$ cat config.mk
export PLATFORM = sky130hd
export DESIGN_NAME = merge_sort_engine_top
export DESIGN_NICKNAME = d
export VERILOG_FILES = /design/src/sv/mse_pkg.sv /design/src/sv/mse_ram.sv /design/src/sv/merge_sort_engine_top.sv
export SDC_FILE = /design/constraint.sdc
export NUM_CORES = 2
export LEC_CHECK = 0
export BUFFER_PORTS_ARGS = -buffer_cell sky130_fd_sc_hd__buf_2
export CORE_ASPECT_RATIO = 0.7
export CORE_UTILIZATION = 40
export DETAILED_ROUTE_END_ITERATION = 7
export SLEW_MARGIN = 20
export SYNTH_ARGS = -nofsm -noshare
export SYNTH_HDL_FRONTEND = slang
export SYNTH_SLANG_ARGS = --single-unit
$ cat constraint.sdc
create_clock -name clk -period 12.8 [get_ports clk]
set_input_delay 0.64 -clock clk [delete_from_list [all_inputs] [get_ports clk]]
set_output_delay 0.64 -clock clk [all_outputs]
set_load 0.05 [all_outputs]
$ cat src/sv/mse_pkg.sv
// Shared types and sizing constants for the merge sort engine.
// No dependencies; imported by mse_ram, merge_sort_engine_top and the testbench.
package mse_pkg;

    localparam int MAX_ITEMS = 16;
    localparam int DATA_W    = 32;
    localparam int IDX_W     = $clog2(MAX_ITEMS);
    // count width holds the value MAX_ITEMS itself
    localparam int CNT_W     = IDX_W + 1;
    // one extra bit for run-end sums before clamping to the set size
    localparam int EXT_W     = CNT_W + 1;

    localparam logic [CNT_W-1:0] MAX_CNT = CNT_W'(MAX_ITEMS);

    typedef struct packed {
        logic signed [DATA_W-1:0] sample_value;
        logic                     final_item;
    } in_beat_t;

    typedef struct packed {
        logic signed [DATA_W-1:0] sorted_value;
        logic                     final_result;
    } out_beat_t;

endpackage

$ cat src/sv/mse_ram.sv
// One bank of value storage: one write port, two registered read ports.
// Depends on mse_pkg for depth and data width.
module mse_ram (
    input  logic                           clk,
    input  logic                           we,
    input  logic [mse_pkg::IDX_W-1:0]      waddr,
    input  logic signed [mse_pkg::DATA_W-1:0] wdata,
    input  logic [mse_pkg::IDX_W-1:0]      raddr_a,
    input  logic [mse_pkg::IDX_W-1:0]      raddr_b,
    output logic signed [mse_pkg::DATA_W-1:0] rdata_a,
    output logic signed [mse_pkg::DATA_W-1:0] rdata_b
);
    import mse_pkg::*;

    logic signed [DATA_W-1:0] mem [MAX_ITEMS];

    // write port
    always_ff @(posedge clk)
    begin
        if (we)
        begin
            mem[waddr] <= wdata;
        end
    end

    // registered reads, old data on a same-cycle write
    always_ff @(posedge clk)
    begin
        rdata_a <= mem[raddr_a];
        rdata_b <= mem[raddr_b];
    end

endmodule

$ cat src/sv/merge_sort_engine_top.sv
// Merge sort engine top: load, bottom-up stable merge, then burst output.
// Depends on mse_pkg and mse_ram (two ping-pong banks).
//
// Values are loaded one beat per cycle into bank 0 until a beat with
// final_item set arrives or the store reaches MAX_ITEMS entries. The set of
// n values is then sorted ascending by a stable bottom-up merge: one shared
// signed comparator picks one element per cycle, reading both run heads
// from one bank and writing the other, over ceil(log2 n) passes, each
// opened by S_TURN, which primes the bank reads. Output then streams one
// beat per cycle while result_stall is low, after S_PRIME primes the read,
// final_result set on the last. sample_stall is high from the closing beat
// of a set until its last result is loaded into the output register; the
// output register lets a new set start loading while that beat waits.
module merge_sort_engine_top (
    input  logic               clk,
    input  logic               rst_n,
    input  logic               sample_valid,
    output logic               sample_stall,
    input  mse_pkg::in_beat_t  sample_beat,
    output logic               result_valid,
    input  logic               result_stall,
    output mse_pkg::out_beat_t result_beat
);
    import mse_pkg::*;

    typedef enum logic [2:0] {
        S_LOAD,
        S_TURN,
        S_MERGE,
        S_PRIME,
        S_EMIT
    } state_t;

    state_t           state_reg, state_next;
    logic [CNT_W-1:0] cnt_reg, cnt_next;
    logic [CNT_W-1:0] width_reg, width_next;
    logic [CNT_W-1:0] i_reg, i_next;
    logic [CNT_W-1:0] j_reg, j_next;
    logic [CNT_W-1:0] k_reg, k_next;
    logic [CNT_W-1:0] mid_reg, mid_next;
    logic [CNT_W-1:0] hi_reg, hi_next;
    logic             src_reg, src_next;
    logic             out_valid_reg, out_valid_next;
    out_beat_t        out_beat_reg, out_beat_next;

    // bank ports
    logic                     we0, we1;
    logic [IDX_W-1:0]         waddr;
    logic signed [DATA_W-1:0] wdata;
    logic signed [DATA_W-1:0] b0_a, b0_b, b1_a, b1_b;
    logic signed [DATA_W-1:0] rd_i, rd_j;

    logic                     take_i;
    logic                     load_out;
    logic [EXT_W-1:0]         w_ext;

    // clamp a run boundary to the set size
    function automatic logic [CNT_W-1:0] clamp_n(input logic [EXT_W-1:0] v,
                                                 input logic [CNT_W-1:0] n);
        logic [EXT_W-1:0] n_ext;
        n_ext = EXT_W'(n);
        clamp_n = (v > n_ext) ? n : v[CNT_W-1:0];
    endfunction

    mse_ram u_bank0 (
        .clk     (clk),
        .we      (we0),
        .waddr   (waddr),
        .wdata   (wdata),
        .raddr_a (i_next[IDX_W-1:0]),
        .raddr_b (j_next[IDX_W-1:0]),
        .rdata_a (b0_a),
        .rdata_b (b0_b)
    );

    mse_ram u_bank1 (
        .clk     (clk),
        .we      (we1),
        .waddr   (waddr),
        .wdata   (wdata),
        .raddr_a (i_next[IDX_W-1:0]),
        .raddr_b (j_next[IDX_W-1:0]),
        .rdata_a (b1_a),
        .rdata_b (b1_b)
    );

    // read data always belongs to the current source bank
    assign rd_i = src_reg ? b1_a : b0_a;
    assign rd_j = src_reg ? b1_b : b0_b;

    // shared comparator: left run wins ties
    assign take_i = (i_reg < mid_reg) && ((j_reg >= hi_reg) || (rd_i <= rd_j));

    assign w_ext    = EXT_W'(width_reg);
    assign load_out = !out_valid_reg || !result_stall;

    assign sample_stall = (state_reg != S_LOAD);
    assign result_valid = out_valid_reg;
    assign result_beat  = out_beat_reg;

    // sequencer
    always_comb
    begin
        state_next     = state_reg;
        cnt_next       = cnt_reg;
        width_next     = width_reg;
        i_next         = i_reg;
        j_next         = j_reg;
        k_next         = k_reg;
        mid_next       = mid_reg;
        hi_next        = hi_reg;
        src_next       = src_reg;
        out_valid_next = out_valid_reg && result_stall;
        out_beat_next  = out_beat_reg;
        we0            = 1'b0;
        we1            = 1'b0;
        waddr          = k_reg[IDX_W-1:0];
        wdata          = take_i ? rd_i : rd_j;

        case (state_reg)
            S_LOAD:
            begin
                if (sample_valid)
                begin
                    we0      = 1'b1;
                    waddr    = cnt_reg[IDX_W-1:0];
                    wdata    = sample_beat.sample_value;
                    cnt_next = cnt_reg + 1'b1;
                    src_next = 1'b0;
                    if (sample_beat.final_item || (cnt_next == MAX_CNT))
                    begin
                        width_next = CNT_W'(1);
                        state_next = (cnt_next == CNT_W'(1)) ? S_PRIME : S_TURN;
                    end
                end
            end

            S_TURN:
            begin
                // first run pair of a pass; width < n here
                i_next     = '0;
                k_next     = '0;
                mid_next   = width_reg;
                j_next     = width_reg;
                hi_next    = clamp_n(w_ext << 1, cnt_reg);
                state_next = S_MERGE;
            end

            S_MERGE:
            begin
                we0    = src_reg;
                we1    = !src_reg;
                i_next = i_reg + CNT_W'(take_i);
                j_next = j_reg + CNT_W'(!take_i);
                k_next = k_reg + 1'b1;
                if (k_next == hi_reg)
                begin
                    if (hi_reg == cnt_reg)
                    begin
                        // pass complete: swap banks
                        width_next = width_reg << 1;
                        src_next   = !src_reg;
                        state_next = (width_next >= cnt_reg) ? S_PRIME : S_TURN;
                    end
                    else
                    begin
                        // next run pair starts at hi
                        i_next   = hi_reg;
                        k_next   = hi_reg;
                        mid_next = clamp_n(EXT_W'(hi_reg) + w_ext, cnt_reg);
                        j_next   = mid_next;
                        hi_next  = clamp_n(EXT_W'(hi_reg) + (w_ext << 1), cnt_reg);
                    end
                end
            end

            S_PRIME:
            begin
                i_next     = '0;
                state_next = S_EMIT;
            end

            S_EMIT:
            begin
                if (load_out)
                begin
                    out_valid_next             = 1'b1;
                    out_beat_next.sorted_value = rd_i;
                    out_beat_next.final_result = (i_reg == cnt_reg - 1'b1);
                    i_next                     = i_reg + 1'b1;
                    if (i_reg == cnt_reg - 1'b1)
                    begin
                        cnt_next   = '0;
                        state_next = S_LOAD;
                    end
                end
            end

            default:
            begin
                state_next = S_LOAD;
            end
        endcase
    end

    // state and registered outputs
    always_ff @(posedge clk or negedge rst_n)
    begin
        if (!rst_n)
        begin
            state_reg     <= S_LOAD;
            cnt_reg       <= '0;
            width_reg     <= '0;
            i_reg         <= '0;
            j_reg         <= '0;
            k_reg         <= '0;
            mid_reg       <= '0;
            hi_reg        <= '0;
            src_reg       <= 1'b0;
            out_valid_reg <= 1'b0;
        end
        else
        begin
            state_reg     <= state_next;
            cnt_reg       <= cnt_next;
            width_reg     <= width_next;
            i_reg         <= i_next;
            j_reg         <= j_next;
            k_reg         <= k_next;
            mid_reg       <= mid_next;
            hi_reg        <= hi_next;
            src_reg       <= src_next;
            out_valid_reg <= out_valid_next;
        end
    end

    // output payload
    always_ff @(posedge clk)
    begin
        out_beat_reg <= out_beat_next;
    end

`ifndef ASSERT_OFF
    // merge write index stays inside the set
    a_k_in_set: assert property (@(posedge clk) disable iff (!rst_n)
        (state_reg == S_MERGE) |-> (k_reg < cnt_reg))
        else $error("merge write index beyond set size");

    // run heads never pass their run ends
    a_heads_bounded: assert property (@(posedge clk) disable iff (!rst_n)
        (state_reg == S_MERGE) |-> ((i_reg <= mid_reg) && (j_reg <= hi_reg)))
        else $error("merge run head past run end");

    // a pass only starts while runs are still narrower than the set
    a_turn_width: assert property (@(posedge clk) disable iff (!rst_n)
        (state_reg == S_TURN) |-> ((width_reg < cnt_reg) && (cnt_reg > CNT_W'(1))))
        else $error("merge pass started with nothing left to merge");

    // a closing result beat sends the engine back to loading
    a_final_returns: assert property (@(posedge clk) disable iff (!rst_n)
        ((state_reg == S_EMIT) && load_out && (i_reg == cnt_reg - 1'b1))
        |=> (out_valid_reg && out_beat_reg.final_result && (state_reg == S_LOAD)))
        else $error("final result beat not followed by load state");
`endif

endmodule

=== Word level (Yosys, flattened, before mapping) ===
Memories as Yosys holds them, arrays and structs flattened. A register that Yosys moved wholly into a read port is not among the register bits.
Index checks and enable logic that the tools add are counted.

* Flip-flop bits (word level): 73
* RAM bits: 1024
* Input port bits: 37
* Output and inout bits: 35
* Logic and storage cells: 127
* Memories kept: 2

* Add/sub/neg operators: 8
* $lt $le $gt $ge: 7
* Equality and inequality tests: 16
* Mux-type cells: 57
* Reduce and logical (&&, ||, !) cells: 23

{| class="wikitable"
|+ Memories
! name !! depth !! width !! read ports !! clocked after memory_dff !! write ports !! line !! source
|-
| u_bank0.mem || 16 || 32 || 2 || 2 || 1 || mse_ram.sv:15 || <nowiki>logic signed [DATA_W-1:0] mem [MAX_ITEMS];</nowiki>
|-
| u_bank1.mem || 16 || 32 || 2 || 2 || 1 || mse_ram.sv:15 ||
|}

{| class="wikitable"
|+ Operators by type and width
! kind !! count
|-
| two-way mux 32 bit || 5
|-
| two-way mux 5 bit || 21
|-
| case mux 5 bit (2 select lines) || 6
|-
| less-or-equal comparator 32 bit || 1
|-
| > comparator 6 x 5 -> 1 bit || 3
|-
| two-way mux 3 bit || 6
|-
| adder 5 x 1 -> 5 bit, second input constant || 3
|-
| equality test 5 bit || 3
|-
| case mux 3 bit (5 select lines) || 1
|-
| case mux 5 bit (3 select lines) || 1
|-
| inequality test 2 bit, second input constant || 7
|-
| two-way mux 1 bit || 11
|-
| adder 5 x 1 -> 5 bit || 2
|-
| >= comparator 5 bit || 2
|-
| two-way mux 4 bit || 2
|-
| AND reduction 4 bit || 2
|-
| adder 5 x 5 -> 6 bit || 1
|-
| adder 5 x 6 -> 6 bit || 1
|-
| equality test 3 x 2 -> 1 bit, second input constant || 2
|-
| AND reduction 6 bit || 1
|-
| nonzero test 2 bit || 3
|-
| nonzero test 3 bit || 2
|-
| equality test 5 x 1 -> 1 bit, second input constant || 1
|-
| equality test 5 bit, second input constant || 1
|-
| other kinds (14) || 23
|}

=== Longest topological paths before layout ===
* Depth in word-level cells: 9
* Gate-level depth with buffers: 24
* Depth with buffers taken out: 20

=== Hierarchy ===
A second synthesis with hierarchy kept.

* Cells, all modules: 3021
* Area total of the unflattened synthesis: 55131.6 um^2

{| class="wikitable"
|+ Modules (own cells, without submodules)
! module !! times used !! cells an instance !! area an instance (um^2) !! sequential area each (um^2)
|-
| mse_ram || 2 || 1141 || 24186.9 || 16656.0
|-
| merge_sort_engine_top || 1 || 739 || 6757.7 || 1991.9
|}

=== Worst setup path before layout ===
OpenSTA, ideal clock, no wires.

* Kind: register to register
* Start: register src_reg
* End: memory u_bank0.mem[0][30], data pin
* Library setup time: 0.467 ns
* Arrival time: 4.540 ns
* Data required time: 12.333 ns
* Path slack: 7.793 ns
* Stages on the path, launching flop included: 15
* Buffers on the path: 3
* Clock period less this slack: 5.007 ns
* Path through: dfrtp_1 clkbuf_1 clkbuf_1 clkbuf_1 mux2_2 ha_1 a21o_1 a21o_1 a211oi_1 o21bai_1 a21oi_1 nand4b_1 o211ai_1 a21boi_0 o31ai_1

* Word-level cells in the longest chain between the ends: 7
* Elaborated cells between the ends (all ways): 8
* Classes of those cells: 1 x order compare; 5 x mux; 2 x reduce/logical

{| class="wikitable"
|+ RTL lines
! element !! line !! source
|-
| start, declared || merge_sort_engine_top.sv:42 || <nowiki>logic src_reg, src_next;</nowiki>
|-
| start signal, assigned || merge_sort_engine_top.sv:232 || <nowiki>src_reg <= src_next;</nowiki>
|-
| two-way mux 32 bit * || merge_sort_engine_top.sv:88 || <nowiki>assign rd_i = src_reg ? b1_a : b0_a;</nowiki>
|-
| named net rd_i[25] || merge_sort_engine_top.sv:51 || <nowiki>logic signed [DATA_W-1:0] rd_i, rd_j;</nowiki>
|-
| less-or-equal comparator 32 bit * || merge_sort_engine_top.sv:92 || <nowiki>assign take_i = (i_reg < mid_reg) && ((j_reg >= hi_reg) || (rd_i <= rd_j));</nowiki>
|-
| logical OR 1 bit * || merge_sort_engine_top.sv:92 ||
|-
| logical AND 1 bit * || merge_sort_engine_top.sv:92 ||
|-
| two-way mux 32 bit * || merge_sort_engine_top.sv:118 || <nowiki>wdata = take_i ? rd_i : rd_j;</nowiki>
|-
| two-way mux 32 bit || merge_sort_engine_top.sv:123 || <nowiki>if (sample_valid)</nowiki>
|-
| two-way mux 32 bit * || merge_sort_engine_top.sv:120 || <nowiki>case (state_reg)</nowiki>
|-
| named net u_bank0.wdata, one bit || mse_ram.sv:7 || <nowiki>input logic signed [mse_pkg::DATA_W-1:0] wdata,</nowiki>
|-
| end, declared || mse_ram.sv:15 ||
|}

The timed path passes the listed nets; every way through them passes the cells marked *.

=== Worst setup path after layout ===
* Start: register src_reg
* End: register u_bank0.rdata_a[2] in the netlist's numbering (read register of u_bank0.mem)

* Word-level cells in the longest chain between the ends: 8
* Elaborated cells between the ends (all ways): 9
* Classes of those cells: 1 x add/sub; 1 x order compare; 5 x mux; 2 x reduce/logical

{| class="wikitable"
|+ RTL lines
! element !! line !! source
|-
| two-way mux 32 bit * || merge_sort_engine_top.sv:88 ||
|-
| named net rd_i[27] || merge_sort_engine_top.sv:51 ||
|-
| less-or-equal comparator 32 bit * || merge_sort_engine_top.sv:92 ||
|-
| logical OR 1 bit * || merge_sort_engine_top.sv:92 ||
|-
| logical AND 1 bit * || merge_sort_engine_top.sv:92 ||
|-
| adder 5 x 1 -> 5 bit * || merge_sort_engine_top.sv:153 || <nowiki>i_next = i_reg + CNT_W'(take_i);</nowiki>
|-
| two-way mux 5 bit || merge_sort_engine_top.sv:158 || <nowiki>if (hi_reg == cnt_reg)</nowiki>
|-
| two-way mux 5 bit * || merge_sort_engine_top.sv:156 || <nowiki>if (k_next == hi_reg)</nowiki>
|-
| case mux 5 bit (3 select lines) * || merge_sort_engine_top.sv:120 ||
|-
| end, declared || mse_ram.sv:10 || <nowiki>output logic signed [mse_pkg::DATA_W-1:0] rdata_a,</nowiki>
|}

Marks and branches as above.
A chain may end at the register's enable or synchronous reset.

==> impl_results.md <==
* FP Rows at 119
* Crit path time final at between 7000 and 8000 ps
* Count of different cell masters after synthesis at 77
* Die H at ~330 µm
* Outcome: finished, final reports clean
* DRT iter0 DRCs at 4,304
* DRC viols at 0
* Clock tree buffer depth at 3
* Crit path cell chain: buf_4 > mux2_2 > ha_1 > nand4_1 > nor3_1 > and4_1 > a221oi_1 > o211ai_1 > nand2_1 > inv_1 > ha_1 > ha_1 > mux2_4 > a222oi_1 > buf_12 > buf_12 > mux2i_1 > mux2i_1 > mux2i_1
* Worst Setup End Kind: register
* Mapped cell area at between 60,000 and 70,000 µm²
* CP max-delay cell: dfrtp_4
* RSZ-0062 raised after global routing: no
* Hold Vio Cnt, Final at 0
* Number of global-route vias before repair at ~35k
* Multi-input logic area at around 24,000 µm²
* Dpl hpwl at a little under 100 mm
* Least-Margin Pin Slew at around 1200 ps
* Worst Path Required at 13,380 ps
* Die footprint at roughly 150,000 µm²
* Tcrit/Tclk final at between 60% and 70%
* Synth async-reset ratio at about 3.3%
* Ports at roughly 70
* First-pass GRT wire length at about 260 mm
* Effective utilization at floorplan at between 40% and 50%
* CTS tree: yes
* P&R area growth vs syn at 10.15%
* Yosys Warn Count at 0
* Total wire length at around 190 mm
* Avg Inst Size Synth at about 14 µm²
* Largest net degree at the start of global routing at 168
* Maximum capacitance violations at 0
* Leading area contributor after synthesis: edfxtp_1
* GRT Total Usage at 23.60%
* Final Max Tran Viols at 0
* Worst path max stage delay at between 900 and 1000 ps
* Startpoint Class: register
* Initial antenna violation count at 7
* Synth area leaders: edfxtp_1, mux2i_1, dfxtp_1
* Post-synth top flop: edfxtp_1
* Nets at ~4.3k
* Mapped Nets at 4,352
* FF+latch count, synth at approximately 1.2k
* Core Footprint at roughly 150,000 µm²
* Pre-antenna DRT Iters at 5
* Post-route ant nets at 0
* Hold_ws at about 290 ps
* CP Max Fanout at around 110
* Die Wd at roughly 470 µm
* Via count at roughly 37k
* Clock Sinks at 1,225
* H-tree depth at 3
* Layout cells sized above 1 at about an eighth
* Avg Vias per Cell at approximately 6
* Clock transition at path regs at 70 ps
* Cells after Synth at 4,239
* Register Area at 35,310 µm²
* Post-synth top area share at between 50% and 60%
* Sequential area share after synthesis at about three fifths
* Setup tns final at 0 ps
* Final setup vio count at 0
* F_max at 0.1284 GHz
* Post-synth EDFFs at between 1k and 1.5k
* Port bufs at between 70 and 80
* Worst slew margin at approximately 22%
* Fill cells at 13.30k
* Skew-Pair Late Insertion Delay at roughly 750 ps
* Clk_skew at 52.20 ps
* Number of CTS-inserted buffers at roughly 120
* Root buf cell: clkbuf_16
* Crit path kind: reg2reg
* Final Wtd Congestion at roughly 0.84
* Postcts setup bufs at 0
* Critical Path AT at between 8000 and 9000 ps
* DR WL/cell at 29.28 µm
* Hold WC Path Type: in2reg
* GRT overflow at 0
## path summary, 6_finish.rpt
kind / from / end / slack (ps) / cells after the start
worst max-delay path: src_reg / u_bank0.rdata_a[2] / 5010 / 19
worst min-delay path: result_stall / result_valid / 290 / 3
worst max register to register: src_reg / u_bank0.rdata_a[2] / 5010 / 19
worst min register to register: mid_reg[0] / mid_reg[0] / 520 / 2
max in group asynchronous: rst_n / src_reg / 11860 / 2
min in group asynchronous: rst_n / cnt_reg[1] / 470 / 2
## cells in the mapped netlist (all sizes together), types with 23 or more instances
cell / instances
dfxtp: 128
ha: 74
a221o: 32
nand3: 25
a21o: 23
nor2: 125
mux2: 193
a221oi: 34
a22oi: 65
clkbuf: 65
mux2i: 1483
o21ai: 162
inv: 69
o221ai: 64
dfrtp: 40
buf: 217
edfxtp: 1057
xnor2: 24
nand2: 191
a21oi: 33
## metal layers
layer / share of wire (%) / global-route usage, % / vias up / routed length, µm
met3: 10 / 7.374 / 253 / 18860
met2: 41 / 32.54 / 1504 / 75520
met5: 0.019 / 0 / - / 36
met4: 2.4 / 6.178 / 6 / 4513
li1: - / - / 16390 / -
met1: 47 / 35.37 / 19040 / 86230
## critical path, delay by kind of cell (launching register included)
family | cells | cell delay (ps)
buf+inv | 4 | 2000
compound gates | 3 | 1320
mux | 5 | 1300
flops | 1 | 940
fa+ha+maj | 3 | 840
simple gates | 4 | 770
## cells by family (layout without fill, tap and decap cells)
group / Yosys count / after routing / synth area share (%)
AO/OA/AOI/OAI: 479 / 479 / 5.600
XOR/XNOR: 32 / 32 / 0.4613
adder cells (fa/ha/maj): 76 / 76 / 1.590
buffers and inverters: 351 / 437 / 3.388
flip-flops: 1225 / 1225 / 58.11
multiplexers: 1676 / 1676 / 28.02
other: 0 / 2 / 0
AND/OR/NAND/NOR: 400 / 400 / 2.832
## metrics by stage
stage	instance area [µm²]	std cells	worst slack (ps)	util, %
detailed placement	62910	6100	5216	41.79
global route	66920	6322	4851	44.45
CTS	66860	6319	5265	44.42
finish	66920	6323	5014	44.46
global placement	62910	6100	5388	41.79
floorplan	60750	4239	7793	-
## final cells by class
cell class | instances | share of cell area, %
clock buffers | 153 | 4.755
repair buffers | 149 | 1.625
multi-input cells | 2663 | 35.58
inverters | 69 | 0.3870
diodes | 2 | 0.007479
flip-flops and latches | 1225 | 52.76
clock inverters | 66 | 1.152
well taps | 1996 | 3.732
## cells in the final DEF (no fill, tap or decap), types with 6 or more instances in the layout
| master | Yosys | routed |
|---|---|---|
| nand2_1 | 191 | 189 |
| clkbuf_8 | 0 | 14 |
| nand3_1 | 24 | 23 |
| dfrtp_1 | 40 | 39 |
| mux2_2 | 125 | 125 |
| nor3_1 | 10 | 10 |
| xnor2_1 | 24 | 24 |
| o31ai_1 | 10 | 9 |
| mux2_1 | 67 | 67 |
| o221ai_1 | 64 | 64 |
| buf_12 | 0 | 11 |
| clkbuf_16 | 0 | 116 |
| buf_2 | 103 | 70 |
| edfxtp_1 | 1057 | 1057 |
| dfxtp_1 | 128 | 128 |
| clkinv_2 | 0 | 23 |
| a221o_1 | 32 | 14 |
| xor2_1 | 8 | 8 |
| nor2_1 | 123 | 88 |
| buf_4 | 53 | 66 |
| a21oi_1 | 31 | 31 |
| nor2_4 | 1 | 36 |
| o211ai_1 | 6 | 6 |
| a221oi_1 | 33 | 33 |
| a21o_1 | 23 | 23 |
| o21ai_0 | 151 | 151 |
| inv_1 | 67 | 67 |
| mux2i_1 | 1483 | 1482 |
| nand4_1 | 10 | 10 |
| clkinv_1 | 0 | 12 |
| a31oi_1 | 11 | 8 |
| a221o_2 | 0 | 18 |
| o21ai_1 | 8 | 7 |
| a22oi_1 | 65 | 65 |
| ha_1 | 74 | 74 |
| bufinv_16 | 0 | 14 |
| clkbuf_1 | 65 | 23 |
## what timing repair did
action,4_1_cts,5_1_grt
hold endpoints to repair,0,40
gates resized for setup,0,0
hold buffers,0,1
Power is not shown: default switching activity piles up to over one toggle a cycle in this logic, so the estimate is an artifact.
